$ cat config.mk
export PLATFORM = sky130hd
export DESIGN_NAME = stacc_front
export DESIGN_NICKNAME = d
export VERILOG_FILES = /design/src/stacc_pkg.sv /design/src/stacc_front.sv
export SDC_FILE = /design/constraint.sdc
export NUM_CORES = 1
export LEC_CHECK = 0
export BUFFER_PORTS_ARGS = -buffer_cell sky130_fd_sc_hd__buf_2
export CAP_MARGIN = 20
export CORE_MARGIN = 2
export CORE_UTILIZATION = 56
export DETAILED_ROUTE_END_ITERATION = 6
export GPL_TIMING_DRIVEN = 1
export HOLD_SLACK_MARGIN = 0.03
export PLACE_DENSITY = 0.95
export SLEW_MARGIN = 20
export SYNTH_ARGS = -nofsm -noshare
export SYNTH_HDL_FRONTEND = slang
export SYNTH_SLANG_ARGS = --single-unit
$ cat constraint.sdc
create_clock -name clock -period 4.47 [get_ports clock]
set_clock_uncertainty 0.05 [all_clocks]
set_input_delay 0.6705 -clock clock [delete_from_list [all_inputs] [get_ports clock]]
set_output_delay 0.6705 -clock clock [all_outputs]
set_load 0.005 [all_outputs]
$ cat src/stacc_pkg.sv
// ----------------------------------------------------------------------------
// Sparse term accumulator package
// Shared constants, result status codes and the command kind type.
// ----------------------------------------------------------------------------
package stacc_pkg;

   localparam int DEF_TABLE_DEPTH = 64;
   localparam int DEF_EXP_BITS    = 8;
   localparam int MAX_RESULTS     = 64;

   localparam logic [1:0] FUNC_ADD   = 2'd0;
   localparam logic [1:0] FUNC_DUMP  = 2'd1;
   localparam logic [1:0] FUNC_CLEAR = 2'd2;

   localparam logic [2:0] ST_MERGED    = 3'd0;
   localparam logic [2:0] ST_APPENDED  = 3'd1;
   localparam logic [2:0] ST_CANCELLED = 3'd2;
   localparam logic [2:0] ST_ZERO      = 3'd3;
   localparam logic [2:0] ST_FULL      = 3'd4;
   localparam logic [2:0] ST_DUMP      = 3'd5;

   typedef enum logic [1:0] {
      KIND_ADD   = 2'd0,
      KIND_SKIP  = 2'd1,
      KIND_DUMP  = 2'd2,
      KIND_CLEAR = 2'd3
   } kind_type;

endpackage

$ cat src/stacc_front.sv
// ----------------------------------------------------------------------------
// Sparse term accumulator front end
// Accepts command words, classifies them and holds them in a two-entry queue.
// ----------------------------------------------------------------------------
module stacc_front #(
   parameter int EXP_BITS = stacc_pkg::DEF_EXP_BITS
) (
   input  logic                    clock,
   input  logic                    reset,
   input  logic                    start,
   output logic                    busy,
   input  logic [1:0]              req_func,
   input  logic signed [31:0]      req_coeff,
   input  logic [7:0]              req_x_exp,
   input  logic [7:0]              req_y_exp,
   input  logic [7:0]              req_z_exp,
   output logic                    q_valid,
   input  logic                    q_pop,
   output stacc_pkg::kind_type     q_kind,
   output logic [31:0]             q_coeff,
   output logic [3*EXP_BITS-1:0]   q_key
);
   import stacc_pkg::*;

   localparam int KW = 3 * EXP_BITS;

   kind_type          kind_ff  [2];
   logic [31:0]       coeff_ff [2];
   logic [KW-1:0]     key_ff   [2];
   logic              wr_ptr_ff, wr_ptr_in;
   logic              rd_ptr_ff, rd_ptr_in;
   logic [1:0]        count_ff, count_in;

   kind_type          kind_c;
   logic              keep_c;
   logic              push_c;
   logic [15:0]       x_w, y_w, z_w;

   assign busy = (count_ff == 2'd2);

   always_comb begin
      x_w    = 16'(req_x_exp);
      y_w    = 16'(req_y_exp);
      z_w    = 16'(req_z_exp);
      keep_c = 1'b1;
      kind_c = KIND_ADD;
      case (req_func)
         FUNC_ADD:   kind_c = (req_coeff == 32'sd0) ? KIND_SKIP : KIND_ADD;
         FUNC_DUMP:  kind_c = KIND_DUMP;
         FUNC_CLEAR: kind_c = KIND_CLEAR;
         default:    keep_c = 1'b0;   // drop the unused code
      endcase
      push_c    = start && !busy && keep_c;
      wr_ptr_in = wr_ptr_ff ^ push_c;
      rd_ptr_in = rd_ptr_ff ^ q_pop;
      count_in  = count_ff + 2'(push_c) - 2'(q_pop);
   end

   always_ff @(posedge clock) begin
      if (reset) begin
         wr_ptr_ff <= 1'b0;
         rd_ptr_ff <= 1'b0;
         count_ff  <= 2'd0;
      end else begin
         wr_ptr_ff <= wr_ptr_in;
         rd_ptr_ff <= rd_ptr_in;
         count_ff  <= count_in;
      end
   end

   always_ff @(posedge clock) begin
      if (push_c) begin
         kind_ff[wr_ptr_ff]  <= kind_c;
         coeff_ff[wr_ptr_ff] <= req_coeff;
         key_ff[wr_ptr_ff]   <= {x_w[EXP_BITS-1:0], y_w[EXP_BITS-1:0], z_w[EXP_BITS-1:0]};
      end
   end

   assign q_valid = (count_ff != 2'd0);
   assign q_kind  = kind_ff[rd_ptr_ff];
   assign q_coeff = coeff_ff[rd_ptr_ff];
   assign q_key   = key_ff[rd_ptr_ff];

endmodule

* After elaboration in Yosys (flattened, before gate mapping)
Memory sizes are Yosys's and may differ from the RTL's. A register that Yosys moved wholly into a read port is not among the register bits. Cells that the tools add are included.
Storage, ports and cells: memories kept 3, RAM bits 116, word-level logic and storage cells 28, bits in registers 4, input port bits 62, output and inout bits 60
Memory list:
- coeff_ff | words 2, bits a word 32, rd ports 1, clocked after memory_dff 1, write ports 1, line stacc_front.sv:28 | logic [31:0] coeff_ff [2];
- key_ff | words 2, bits a word 24, rd ports 1, clocked after memory_dff 1, write ports 1, line stacc_front.sv:29 | logic [KW-1:0] key_ff [2];
- kind_ff | words 2, bits a word 2, rd ports 1, clocked after memory_dff 1, write ports 1, line stacc_front.sv:27 | kind_type kind_ff [2];
Cells by class: bitwise logic cells 2, mux-type cells 8, add/subtract/negate cells 2, reduce and logical (&&, ||, !) cells 7, eq/ne operators 3
Operator list (number):
- $logic_not A32 Y1 | 1
- $mux W1 | 7
- $pmux W2 S3 | 1
- $eq A2 B2 Y1 const B | 2
- $reduce_or A3 Y1 | 1
- $add A2 B1 Y2 | 1
- $eq A2 B1 Y1 const B | 1
- $logic_and A1 B1 Y1 | 2
- $logic_not A2 Y1 | 1
- $reduce_bool A2 Y1 | 1
- $sub A2 B1 Y2 | 1
- $xor A1 B1 Y1 | 2
- $logic_not A1 Y1 | 1

* Longest topological paths before layout
Gate-level depths: netlist of the first run.
depth in word-level cells 6, mapped depth 8, mapped depth without buffers 8

* Worst setup path after synthesis of the first run
OpenSTA, ideal clock, no wires.
path kind input -> register, start point input req_func[0], end point memory coeff_ff[1][0] (enable), library setup time 0.422 ns, path slack 1.271 ns, stages 4, path buffers 0, data required time 3.998 ns, arrival 2.727 ns, path through ha_1 -> or3b_1 -> inv_1 -> ha_1
Between the ends: cells in the longest elaborated chain, start to end 6, elaborated cells between the ends (all ways) 8, those cells by class 2 x eq/ne; 3 x mux; 3 x reduce/logical
RTL lines:
- start: declaration | line stacc_front.sv:12 | input logic [1:0] req_func,
- $eq A2 B2 Y1, or another cell as far along | line stacc_front.sv:47 | case (req_func)
- $reduce_or A3 Y1 (no source line) (*)
- $mux W1 (*) | line stacc_front.sv:47
- $logic_and A1 B1 Y1 (*) | line stacc_front.sv:53 | push_c = start && !busy && keep_c;
- $mux W1 (*) | line stacc_front.sv:72 | if (push_c) begin
- $mux W1 (implied by the code) (*) | line stacc_front.sv:74 | coeff_ff[wr_ptr_ff] <= req_coeff;
- end: declaration | line stacc_front.sv:28
Every way passes the cells marked *; elsewhere a longest branch is shown, timed or not.

==> run summary, run 1 <==
========================================================================================================
Status .................................................................................... complete, no violations
# placed instances ........................................................................          439
Pre-CTS WS ................................................................................      1486 ps
Gp weighted congestion ....................................................................       0.6695
Gr ovfl total .............................................................................            0
Number of resized instances in the post-cts repair step ...................................            0
N_diodes ..................................................................................            0
Transition at the pin with the smallest max-transition slack ..............................     742.1 ps
Residual DRC ..............................................................................            0
Layout overhead on the synthesized area ...................................................       30.28%
Half-perimeter wire length after detailed placement .......................................      5656 um
Synthesized instance count ................................................................          219
WHS .......................................................................................     300.2 ps
Final instance count without filler cells .................................................          471
Endpoint required time on the critical path ...............................................      3750 ps
Depth of the worst register-to-register path ..............................................            5
Worst path slowest cell ...................................................................      dfxtp_2
Final clock period utilization by the worst path ..........................................       0.6923
Source-to-sink clock delay at the later pin of the worst-skew pair ........................       500 ps
H-Tree Level Count ........................................................................            4
Portion of total power attributed to the clock network ....................................        0.462
Top area cells in the synthesized netlist ................................................. edfxtp_1, mux2_2, mux2_4
Reported net switching power ..............................................................    0.6781 mW
Areal power density over the cells ........................................................ 557.5 mW/mm2
Register bit total from synthesis .........................................................          120
Largest net degree at the start of global routing .........................................           42
Share of flip-flops with an asynchronous set or reset after synthesis .....................            0
Number of violations of the max-capacitance limit .........................................            0
Unique cell type count in the Yosys netlist ...............................................           22
Cell type contributing the most total cell area after synthesis ...........................     edfxtp_1
Peak ir drop on the vdd network ...........................................................    0.3308 mV
Leakage power of the design ...............................................................     2.284 nW
Maximum buffer depth of the clock tree ....................................................            2
Maximum fanout along the worst path .......................................................           31
Endpoint arrival time on the critical path ................................................      2370 ps
Max-slew violations .......................................................................            0
Site row count ............................................................................           32
Total negative slack ......................................................................         0 ps
Launching element of the worst setup path ................................................. rd_ptr_ff$_SDFF_PP0_
Sequential Power Share ....................................................................        0.428
Minimum period implied by the final worst setup slack .....................................      3094 ps
Routed vias/inst ..........................................................................        5.357
Area of the die ........................................................................... 0.008868 mm2
Gate family responsible for the most delay along the worst path ...........................   flip-flops
Post-CTS clock slew at the launch and capture registers of the worst setup and hold paths .        60 ps
Leading cell types by count after synthesis ............................................... edfxtp_1, mux2_2, mux2_4
Buffers on Ports ..........................................................................          121
CTS tree ..................................................................................         done
Total global routing track utilization ....................................................       0.1990
Standard cell core area ................................................................... 0.007807 mm2
RSZ-0062 raised after global routing ......................................................        false
Clock root cell ...........................................................................     clkbuf_8
Worst path bufs/invs ......................................................................            2
Average footprint of a synthesized cell ...................................................    20.79 um2
Overall die width .........................................................................     94.17 um
Most instantiated flip-flop cell in the synthesis netlist .................................     edfxtp_1
Mapped Area ............................................................................... 0.004553 mm2
First-pass GRT wire length ................................................................     12540 um
Share of final-layout standard cells stronger than drive strength 1 .......................       0.5854
I/O Pins ..................................................................................          122
Launch instance of the worst register-to-register path .................................... count_ff[1]$_SDFF_PP0_
Vias in the first global route ............................................................         2516
Startpoint type of the worst setup path ...................................................    flip-flop
Endpoint class of the critical path .......................................................   output pin
Routed len/inst ...........................................................................     17.96 um
Class of the tightest hold or removal check ............................................... primary input to flip-flop
Height of the die .........................................................................     94.17 um
Clock buffer count from CTS ...............................................................           17
Yosys warning total .......................................................................            0
Logic gate share of total power ...........................................................        0.110
Number of endpoints failing setup at the final stage ......................................            0
First-pass DRT Iterations .................................................................            4
Via count .................................................................................         2523
Number of hold violations in the final report .............................................            0
Clock Sinks ...............................................................................          120
Crit path cell chain ...................................................................... buf_4 -> mux2_2 -> buf_2
Share of the yosys chip area belonging to registers .......................................       0.7826
Initial antenna violation count ...........................................................            0
PnR worst setup slack .....................................................................      1376 ps
Stages on the worst setup path ............................................................            3
Number of nets in the layout ..............................................................          424
Worst setup path category ................................................................. flip-flop to output pin
Critical R2R Capture ...................................................................... coeff_ff[1][1]$_DFFE_PP_
Post CTS Setup Buffer Count ...............................................................            0
Post-synth EDFFs ..........................................................................          116
Normalized max-slew margin ................................................................       0.5053
Starting DRT DRC Count ....................................................................          159
Net Count, Synth ..........................................................................          287
Cell with the most instances after synthesis ..............................................     edfxtp_1
Net switching fraction of the power .......................................................       0.2051
Number of inserted filler cells in the final layout .......................................          468
Sum of routed wire length over all layers .................................................      8458 um
Area share of the leading cell type in the synthesized netlist ............................       0.7650
Crit-path max cell delay ..................................................................       810 ps
Hold-fix buffers, CTS .....................................................................            0
DRT antenna net count .....................................................................            0
Achievable clock frequency ................................................................    323.2 MHz
Total internal power ......................................................................     2.629 mW
Starting density of the core ..............................................................       0.5832
End point of the critical path ............................................................  q_coeff[21]
Reg2Reg Setup Slack .......................................................................      2060 ps
========================================================================================================
-- sequential cells by signal (all words and copies together), names as in the netlist --
signal and flops:
wr_ptr_ff 1, coeff_ff 64, count_ff 2, kind_ff 4
key_ff 48, rd_ptr_ff 1
-- routing by layer --
layer	up-vias	GRT usage	wire length, um
met5	-	0	0
met4	0	0.07488	138
met3	16	0.07865	542
met2	118	0.3196	4299
met1	1247	0.2445	3477
li1	1142	-	-
-- worst min path at each step --
stage | slack, ps | endpoint | start | cells past startpoint
2_1_floorplan | 440 | count_ff[1]$_SDFF_PP0_ | count_ff[1]$_SDFF_PP0_ | 2
3_5_place_dp | 510 | count_ff[1]$_SDFF_PP0_ | count_ff[1]$_SDFF_PP0_ | 2
5_1_grt | 270 | key_ff[0][1]$_DFFE_PP_ | req_z_exp[1] | 1
4_1_cts | 280 | key_ff[0][1]$_DFFE_PP_ | req_z_exp[1] | 1
3_3_place_gp | 470 | count_ff[1]$_SDFF_PP0_ | count_ff[1]$_SDFF_PP0_ | 2
6_report | 300 | key_ff[0][1]$_DFFE_PP_ | req_z_exp[1] | 1
-- layout by cell type (no fill, tap or decap) --
| cell type | Yosys | routed |
|---|---|---|
| ha_2 | 0 | 2 |
| dfxtp_1 | 4 | 3 |
| xnor2_1 | 2 | 2 |
| or2_2 | 1 | 1 |
| clkbuf_16 | 0 | 16 |
| nor4b_1 | 1 | 1 |
| o32ai_1 | 1 | 1 |
| mux2_4 | 10 | 10 |
| nor2_1 | 4 | 4 |
| inv_1 | 5 | 5 |
| nor4_1 | 7 | 7 |
| or3b_1 | 1 | 1 |
| ha_1 | 6 | 4 |
| clkinv_1 | 0 | 2 |
| nand4_1 | 1 | 1 |
| clkinv_2 | 0 | 2 |
| clkbuf_1 | 0 | 1 |
| dfxtp_2 | 0 | 1 |
| nand3_1 | 1 | 1 |
| xor2_1 | 1 | 1 |
| mux2_2 | 48 | 48 |
| nor2b_1 | 2 | 2 |
| clkbuf_8 | 0 | 1 |
| nand2_1 | 1 | 1 |
| bufinv_16 | 0 | 7 |
| buf_2 | 3 | 121 |
| edfxtp_1 | 116 | 116 |
| buf_4 | 1 | 4 |
| clkinvlp_4 | 0 | 2 |
| inv_6 | 0 | 1 |
-- power by group through the flow --
stage	clock, mW	sequential, mW	combinational (mW)
final	1.53	1.42	0.365
after global routing	1.60	1.43	0.401
after CTS	1.55	1.42	0.372
after detailed placement	0	1.44	0.368
after global placement	0	1.43	0.358
after floorplan	0	1.42	0.215
-- cell type report --
cell class                 count  area (um2)  area share
clock buffer                  18       417.9     0.07045
clock inverter                14       251.5     0.04240
inverter                       5       18.77    0.003164
multi-input combinational     87       915.9      0.1544
sequential                   120        3565      0.6009
tap                          102       127.6     0.02151
timing repair buffer         125       635.6      0.1072
-- per-stage QoR --
| stage | instance area [um2] | util | power, mW |
|---|---|---|---|
| after global routing | 5932 | 0.7598 | 3.427 |
| after CTS | 5932 | 0.7598 | 3.336 |
| after detailed placement | 5263 | 0.6740 | 1.807 |
| after floorplan | 4553 | - | 1.637 |
| final | 5932 | 0.7598 | 3.307 |
| after global placement | 5263 | 0.6740 | 1.787 |
-- cells by family after synthesis --
| logic type | synth area share |
|---|---|
| flops | 0.7826 |
| simple gates | 0.02418 |
| compound gates | 0.001924 |
| buf+inv | 0.01731 |
| xor+xnor | 0.005772 |
| mux | 0.1517 |
| fa+ha+maj | 0.01649 |
-- worst register-to-register path, stage by stage (launching register included) --
cell     delay [ps]
dfxtp_1         330
nor2b_1         150
or3b_1          380
inv_1           100
ha_2            460
buf_4           550
No activity file was read; power rests on OpenSTA's default activity.
==> run 2: changes to the inputs <==
--- a/config.mk
+++ b/config.mk
@@ -8,11 +8,11 @@
 export BUFFER_PORTS_ARGS = -buffer_cell sky130_fd_sc_hd__buf_2
 export CAP_MARGIN = 20
 export CORE_MARGIN = 2
-export CORE_UTILIZATION = 56
+export CORE_UTILIZATION = 52
 export DETAILED_ROUTE_END_ITERATION = 6
 export GPL_TIMING_DRIVEN = 1
 export HOLD_SLACK_MARGIN = 0.03
-export PLACE_DENSITY = 0.95
+export PLACE_DENSITY = 0.91
 export SLEW_MARGIN = 20
 export SYNTH_ARGS = -nofsm -noshare
 export SYNTH_HDL_FRONTEND = slang
==> constraint.sdc (replaced) <==
create_clock -name clock -period 3.07 [get_ports clock]
set_clock_uncertainty 0.05 [all_clocks]
set_input_delay 0.4605 -clock clock [delete_from_list [all_inputs] [get_ports clock]]
set_output_delay 0.4605 -clock clock [all_outputs]
set_load 0.005 [all_outputs]
==> run 2 against run 1 <==
Worst setup slack got worse by 530 ps. Count of clock-buffer cells in the layout did not move. Die area rose by 7.4%. Total power rose by 38%. Wire length fell by 1.7%. Clock power rose by 29%. Combinational power rose by 52%. Non-clock buffer count fell by 1. Sequential share of layout area rose by 0.36 points.
==> run summary, run 2 (same netlist as run 1, synthesis figures left out) <==
========================================================================================================
Status .................................................................................... complete, no violations
Leakage power of the design ...............................................................     2.253 nW
Max-slew violations .......................................................................            0
H-Tree Level Count ........................................................................            4
Most common library cell in the layout ignoring fill and taps .............................        buf_2
Post-Route Utilization ....................................................................       0.6862
Largest register by flop count ............................................................     coeff_ff
Net switching fraction of the power .......................................................       0.2160
First-pass DRT Iterations .................................................................            5
Launch instance of the worst register-to-register path .................................... count_ff[1]$_SDFF_PP0_
Number of flip-flops in the largest register ..............................................           64
Maximum buffer depth of the clock tree ....................................................            2
Launching element of the worst setup path ................................................. rd_ptr_ff$_SDFF_PP0_
Number of violations of the max-capacitance limit .........................................            0
Overall die width .........................................................................     97.58 um
Transition at the pin with the smallest max-transition slack ..............................     381.9 ps
Number of endpoints failing setup at the final stage ......................................            0
End point of the worst hold path .......................................................... key_ff[0][2]$_DFFE_PP_
Number of inserted filler cells in the final layout .......................................          591
Largest net degree at the start of global routing .........................................           60
Share of final-layout standard cells stronger than drive strength 1 .......................       0.5858
Standard cell core area ................................................................... 0.008593 mm2
Source-to-sink clock delay at the later pin of the worst-skew pair ........................       500 ps
Starting DRT DRC Count ....................................................................          103
Area of the die ........................................................................... 0.009521 mm2
Endpoint class of the critical path .......................................................   output pin
Clock root cell ...........................................................................     clkbuf_8
Initial antenna violation count ...........................................................            0
Achievable clock frequency ................................................................    448.6 MHz
Total negative slack ......................................................................         0 ps
Logic gate share of total power ...........................................................        0.121
Total internal power ......................................................................     3.587 mW
RSZ-0062 raised after global routing ......................................................        false
Site row count ............................................................................           34
Finished layout cell area ................................................................. 0.005897 mm2
Hold-fix buffers, CTS .....................................................................            0
Post-CTS clock slew at the launch and capture registers of the worst setup and hold paths .        60 ps
Endpoint arrival time on the critical path ................................................      1720 ps
Sum of internal, switching and leakage power ..............................................     4.575 mW
Via count .................................................................................         2458
First-pass GRT wire length ................................................................     12660 um
Source of the worst hold timing path ...................................................... req_z_exp[2]
Total placed instance area ................................................................ 0.005300 mm2
Minimum period implied by the final worst setup slack .....................................      2229 ps
# placed instances ........................................................................          444
Leading cell types in the layout, fill and taps excluded .................................. buf_2, edfxtp_1, mux2_2
Peak ir drop on the vdd network ...........................................................    0.4536 mV
Hold path depth ...........................................................................            1
Clock Sinks ...............................................................................          120
Critical R2R Capture ...................................................................... coeff_ff[0][16]$_DFFE_PP_
Layout overhead on the synthesized area ...................................................       29.51%
N_diodes ..................................................................................            0
Startpoint type of the worst setup path ...................................................    flip-flop
Buffers on Ports ..........................................................................          121
Clock buffer count from CTS ...............................................................           17
Gp weighted congestion ....................................................................       0.7297
Number of hold violations in the final report .............................................            0
Post CTS Setup Buffer Count ...............................................................            0
Vias in the first global route ............................................................         2443
Reported net switching power ..............................................................    0.9884 mW
Reg2Reg Setup Slack .......................................................................      1220 ps
Sequential Power Share ....................................................................        0.447
CTS tree ..................................................................................         done
Depth of the worst register-to-register path ..............................................            5
I/O Pins ..................................................................................          122
Gr ovfl total .............................................................................            0
Leading registers by flop count ........................................................... coeff_ff x64, key_ff x48, kind_ff x4
Worst setup path category ................................................................. flip-flop to output pin
Residual DRC ..............................................................................            0
Endpoint required time on the critical path ...............................................      2560 ps
Number of resized instances in the post-cts repair step ...................................            0
Number of nets in the layout ..............................................................          423
Height of the die .........................................................................     97.58 um
DRT antenna net count .....................................................................            0
Final clock period utilization by the worst path ..........................................       0.7262
Routed len/inst ...........................................................................     17.51 um
Portion of total power attributed to the clock network ....................................        0.432
Starting density of the core ..............................................................       0.5298
Routed vias/inst ..........................................................................        5.175
Maximum fanout along the worst path .......................................................           59
Total global routing track utilization ....................................................       0.1796
Half-perimeter wire length after detailed placement .......................................      5292 um
Final instance count without filler cells .................................................          475
Class of the tightest hold or removal check ............................................... primary input to flip-flop
Normalized max-slew margin ................................................................       0.7430
Areal power density over the cells ........................................................ 775.9 mW/mm2
Sum of routed wire length over all layers .................................................      8318 um
========================================================================================================
## run 2: changes by cell type in the layout (fill, tap and decap cells not counted)
| cell | change |
|---|---|
| clkinv_4 | +1 |
| bufinv_16 | -3 |
| clkinv_2 | +1 |
| clkinv_1 | -1 |
| buf_12 | +3 |
| buf_4 | -4 |
| clkinvlp_4 | +1 |
## run 2: routing by layer
metal / routed length (um) / GRT usage / up-vias / part of all wire
met5: 0 / 0 / - / 0
met4: 87 / 0.07372 / 0 / 0.010
met3: 550 / 0.06619 / 12 / 0.066
met2: 4201 / 0.2928 / 98 / 0.51
met1: 3479 / 0.2175 / 1211 / 0.42
li1: - / - / 1137 / -
## run 2: layout make-up
| cell class | count | area, um2 | share of cell area |
|---|---|---|---|
| sequential | 120 | 3565 | 0.6045 |
| timing repair buffer | 124 | 665.6 | 0.1129 |
| clock inverter | 13 | 178.9 | 0.03034 |
| clock buffer | 18 | 417.9 | 0.07087 |
| inverter | 5 | 18.77 | 0.003183 |
| tap | 108 | 135.1 | 0.02292 |
| multi-input combinational | 87 | 915.9 | 0.1553 |
## run 2: worst max path at each step
| stage | cells after the start | endpoint |
|---|---|---|
| finish | 3 | q_coeff[9] |
| detailed placement | 6 | key_ff[0][14]$_DFFE_PP_ |
| global placement | 9 | count_ff[1]$_SDFF_PP0_ |
| global route | 3 | q_coeff[9] |
| floorplan | 4 | coeff_ff[1][0]$_DFFE_PP_ |
| CTS | 3 | q_coeff[9] |
## run 2: critical path, cell delays in order (launching register included)
cell	delay (ps)
dfxtp_2	330
buf_12	290
mux2_2	400
buf_2	130
## run 2: power groups by stage
| stage | registers (mW) | clock network (mW) | logic (mW) |
|---|---|---|---|
| 3_5_place_dp | 2.08 | 0 | 0.560 |
| 2_1_floorplan | 2.07 | 0 | 0.313 |
| 5_1_grt | 2.06 | 2.08 | 0.607 |
| 6_report | 2.04 | 1.98 | 0.553 |
| 3_3_place_gp | 2.07 | 0 | 0.547 |
| 4_1_cts | 2.05 | 2.01 | 0.564 |
## run 2: stage by stage
step	worst slack, ps	hold WS, ps
finish	840.7	92.67
global route	758.1	65.08
CTS	823.8	62.63
detailed placement	871.2	475.6
global placement	905.5	476.0
floorplan	81.25	440.9
==> run 3: changes to the inputs <==
--- a/config.mk
+++ b/config.mk
@@ -8,11 +8,11 @@
 export BUFFER_PORTS_ARGS = -buffer_cell sky130_fd_sc_hd__buf_2
 export CAP_MARGIN = 20
 export CORE_MARGIN = 2
-export CORE_UTILIZATION = 52
+export CORE_UTILIZATION = 47
 export DETAILED_ROUTE_END_ITERATION = 6
 export GPL_TIMING_DRIVEN = 1
 export HOLD_SLACK_MARGIN = 0.03
-export PLACE_DENSITY = 0.91
+export PLACE_DENSITY = 0.87
 export SLEW_MARGIN = 20
 export SYNTH_ARGS = -nofsm -noshare
 export SYNTH_HDL_FRONTEND = slang
==> constraint.sdc (replaced) <==
create_clock -name clock -period 2 [get_ports clock]
set_clock_uncertainty 0.05 [all_clocks]
set_input_delay 0.3 -clock clock [delete_from_list [all_inputs] [get_ports clock]]
set_output_delay 0.3 -clock clock [all_outputs]
set_load 0.005 [all_outputs]
==> run 3 against run 2 <==
Die area rose by 10%. Hold slack improved by 150 ps. Total power up 49%. Cell count rose by 18%. Register-to-register slack lost 1100 ps. Sequential share of layout area is 5.6 points lower. Critical path type unchanged. Highest routed layer unchanged.
==> run summary, run 3 (same netlist as run 1, synthesis figures left out) <==
========================================================================================================
N_diodes ..................................................................................            0
Clock Sinks ...............................................................................          120
Gp weighted congestion ....................................................................       0.7722
Overall die width .........................................................................     102.4 um
Depth of the worst register-to-register path ..............................................            8
CTS tree ..................................................................................         done
Endpoint class of the critical path .......................................................   output pin
Routed vias/inst ..........................................................................        4.859
Max-slew violations .......................................................................            0
Starting DRT DRC Count ....................................................................          114
Transition at the pin with the smallest max-transition slack ..............................     350.7 ps
Status .................................................................................... complete, no violations
Layout overhead on the synthesized area ...................................................       42.92%
Gr ovfl total .............................................................................            0
WHS .......................................................................................     242.4 ps
Largest net degree at the start of global routing .........................................           36
Total placed instance area ................................................................ 0.005391 mm2
Finished layout cell area ................................................................. 0.006507 mm2
Normalized max-slew margin ................................................................       0.7641
Number of endpoints failing setup at the final stage ......................................            0
I/O Pins ..................................................................................          122
Number of flip-flops in the largest register ..............................................           64
Post-CTS clock slew at the launch and capture registers of the worst setup and hold paths .        50 ps
Clock root cell ...........................................................................     clkbuf_8
Vias in the first global route ............................................................         2946
Source of the worst hold timing path ......................................................  req_func[0]
H-Tree Level Count ........................................................................            4
Endpoint required time on the critical path ...............................................      1650 ps
Areal power density over the cells ........................................................  1049 mW/mm2
Residual DRC ..............................................................................            0
Standard cell core area ................................................................... 0.009328 mm2
Minimum period implied by the final worst setup slack .....................................      1931 ps
End point of the worst hold path .......................................................... kind_ff[0][0]$_DFFE_PP_
Half-perimeter wire length after detailed placement .......................................      5874 um
Number of violations of the max-capacitance limit .........................................            0
Launch instance of the worst register-to-register path .................................... count_ff[1]$_SDFF_PP0_
First-pass DRT Iterations .................................................................            4
Via count .................................................................................         2726
Starting density of the core ..............................................................       0.4881
First-pass GRT wire length ................................................................     14020 um
Most Used Layer, Global Route .............................................................         met2
Site row count ............................................................................           35
Startpoint type of the worst setup path ...................................................    flip-flop
Buffers on Ports ..........................................................................          121
Source-to-sink clock delay at the later pin of the worst-skew pair ........................       490 ps
Number of hold violations in the final report .............................................            0
Most common library cell in the layout ignoring fill and taps .............................        buf_2
Total global routing track utilization ....................................................       0.1850
Clock buffer count from CTS ...............................................................           17
Routed len/inst ...........................................................................     16.91 um
Leakage power of the design ...............................................................     2.511 nW
Area taken by flip-flops and latches ...................................................... 0.003567 mm2
Leading cell types in the layout, fill and taps excluded .................................. buf_2, edfxtp_1, dlygate4sd3_1
Critical R2R Capture ...................................................................... count_ff[1]$_SDFF_PP0_
Worst setup path category ................................................................. flip-flop to output pin
DRT antenna net count .....................................................................            0
Largest register by flop count ............................................................     coeff_ff
Height of the die .........................................................................     102.4 um
Final clock period utilization by the worst path ..........................................       0.9654
Number of nets in the layout ..............................................................          488
Class of the tightest hold or removal check ............................................... primary input to flip-flop
GR Util met1 ..............................................................................       0.1966
Maximum buffer depth of the clock tree ....................................................            2
Area of the die ...........................................................................  0.01049 mm2
Share of final-layout standard cells stronger than drive strength 1 .......................       0.5069
Maximum fanout along the worst path .......................................................           29
Initial antenna violation count ...........................................................            0
Hold path depth ...........................................................................            3
Number of inserted filler cells in the final layout .......................................          601
Global Route met3 Usage ...................................................................      0.05062
RSZ-0062 raised after global routing ......................................................        false
Sum of routed wire length over all layers .................................................      9484 um
Post CTS Setup Buffer Count ...............................................................            0
Post-Route Utilization ....................................................................       0.6977
Reg2Reg Setup Slack .......................................................................       100 ps
Achievable clock frequency ................................................................    517.9 MHz
Leading registers by flop count ........................................................... coeff_ff x64, key_ff x48, kind_ff x4
GR met2 Demand/Resource ...................................................................       0.3394
Peak ir drop on the vdd network ...........................................................    0.5461 mV
Combined area of the multi-input logic cells ..............................................    915.9 um2
Endpoint arrival time on the critical path ................................................      1580 ps
========================================================================================================
## run 3: changes by cell type in the layout (fill, tap and decap cells not counted), moves of 2 or more
cell           change
buf_4              +6
bufinv_16          -2
clkbuf_1           +2
dlygate4sd3_1     +58
clkinv_2           +2
## run 3: timing repair
item | CTS | global route
hold buffers | 58 | 0
resized for setup | 0 | 1
hold endpoints to repair | 116 | 0
setup endpoints to repair | 0 | 5
## run 3: worst max-delay path, cell delays in order, from the launching register on
cell	delay, ps
dfxtp_4	370
buf_12	210
mux2_2	360
buf_2	140
## run 3: worst max-delay path by stage
stage / start / to / slack (ps) / cells past startpoint
floorplan: req_func[0] / coeff_ff[0][0]$_DFFE_PP_ / -230 / 4
global placement: req_func[1] / count_ff[1]$_SDFF_PP0_ / 30 / 9
detailed placement: req_func[0] / count_ff[1]$_SDFF_PP0_ / -50 / 9
CTS: rd_ptr_ff$_SDFF_PP0_ / q_coeff[17] / 20 / 3
global route: rd_ptr_ff$_SDFF_PP0_ / q_coeff[21] / 10 / 3
finish: rd_ptr_ff$_SDFF_PP0_ / q_coeff[3] / 70 / 3
## run 3: per-layer routing
layer  routed length (um)  share of wire
met1                 3593           0.38
met2                 5140           0.54
met3                  595          0.063
met4                  155          0.016
met5                    0              0
## run 3: metrics by stage
stage	power (mW)	setup slack (ps)	TNS, ps	std cells
after floorplan	3.653	-227.0	-26330	219
after global placement	4.045	26.18	0	472
after detailed placement	4.096	-54.76	-54.76	472
after CTS	6.883	23.11	0	561
after global routing	7.083	14.76	0	561
final	6.824	69.18	0	561
## run 3: area by class of cell
type / count / share of cell area
clock buffers: 20 / 0.06537
clock inverters: 11 / 0.01654
inverters: 5 / 0.002884
multi-input cells: 87 / 0.1407
flip-flops and latches: 120 / 0.5482
well taps: 129 / 0.02480
repair buffers: 189 / 0.2015
## run 3: where the power goes
group          switching (mW)  internal (mW)
Combinational           0.468          0.532
Clock                   0.943           1.74
Sequential             0.0685           3.07
Total                    1.48           5.34
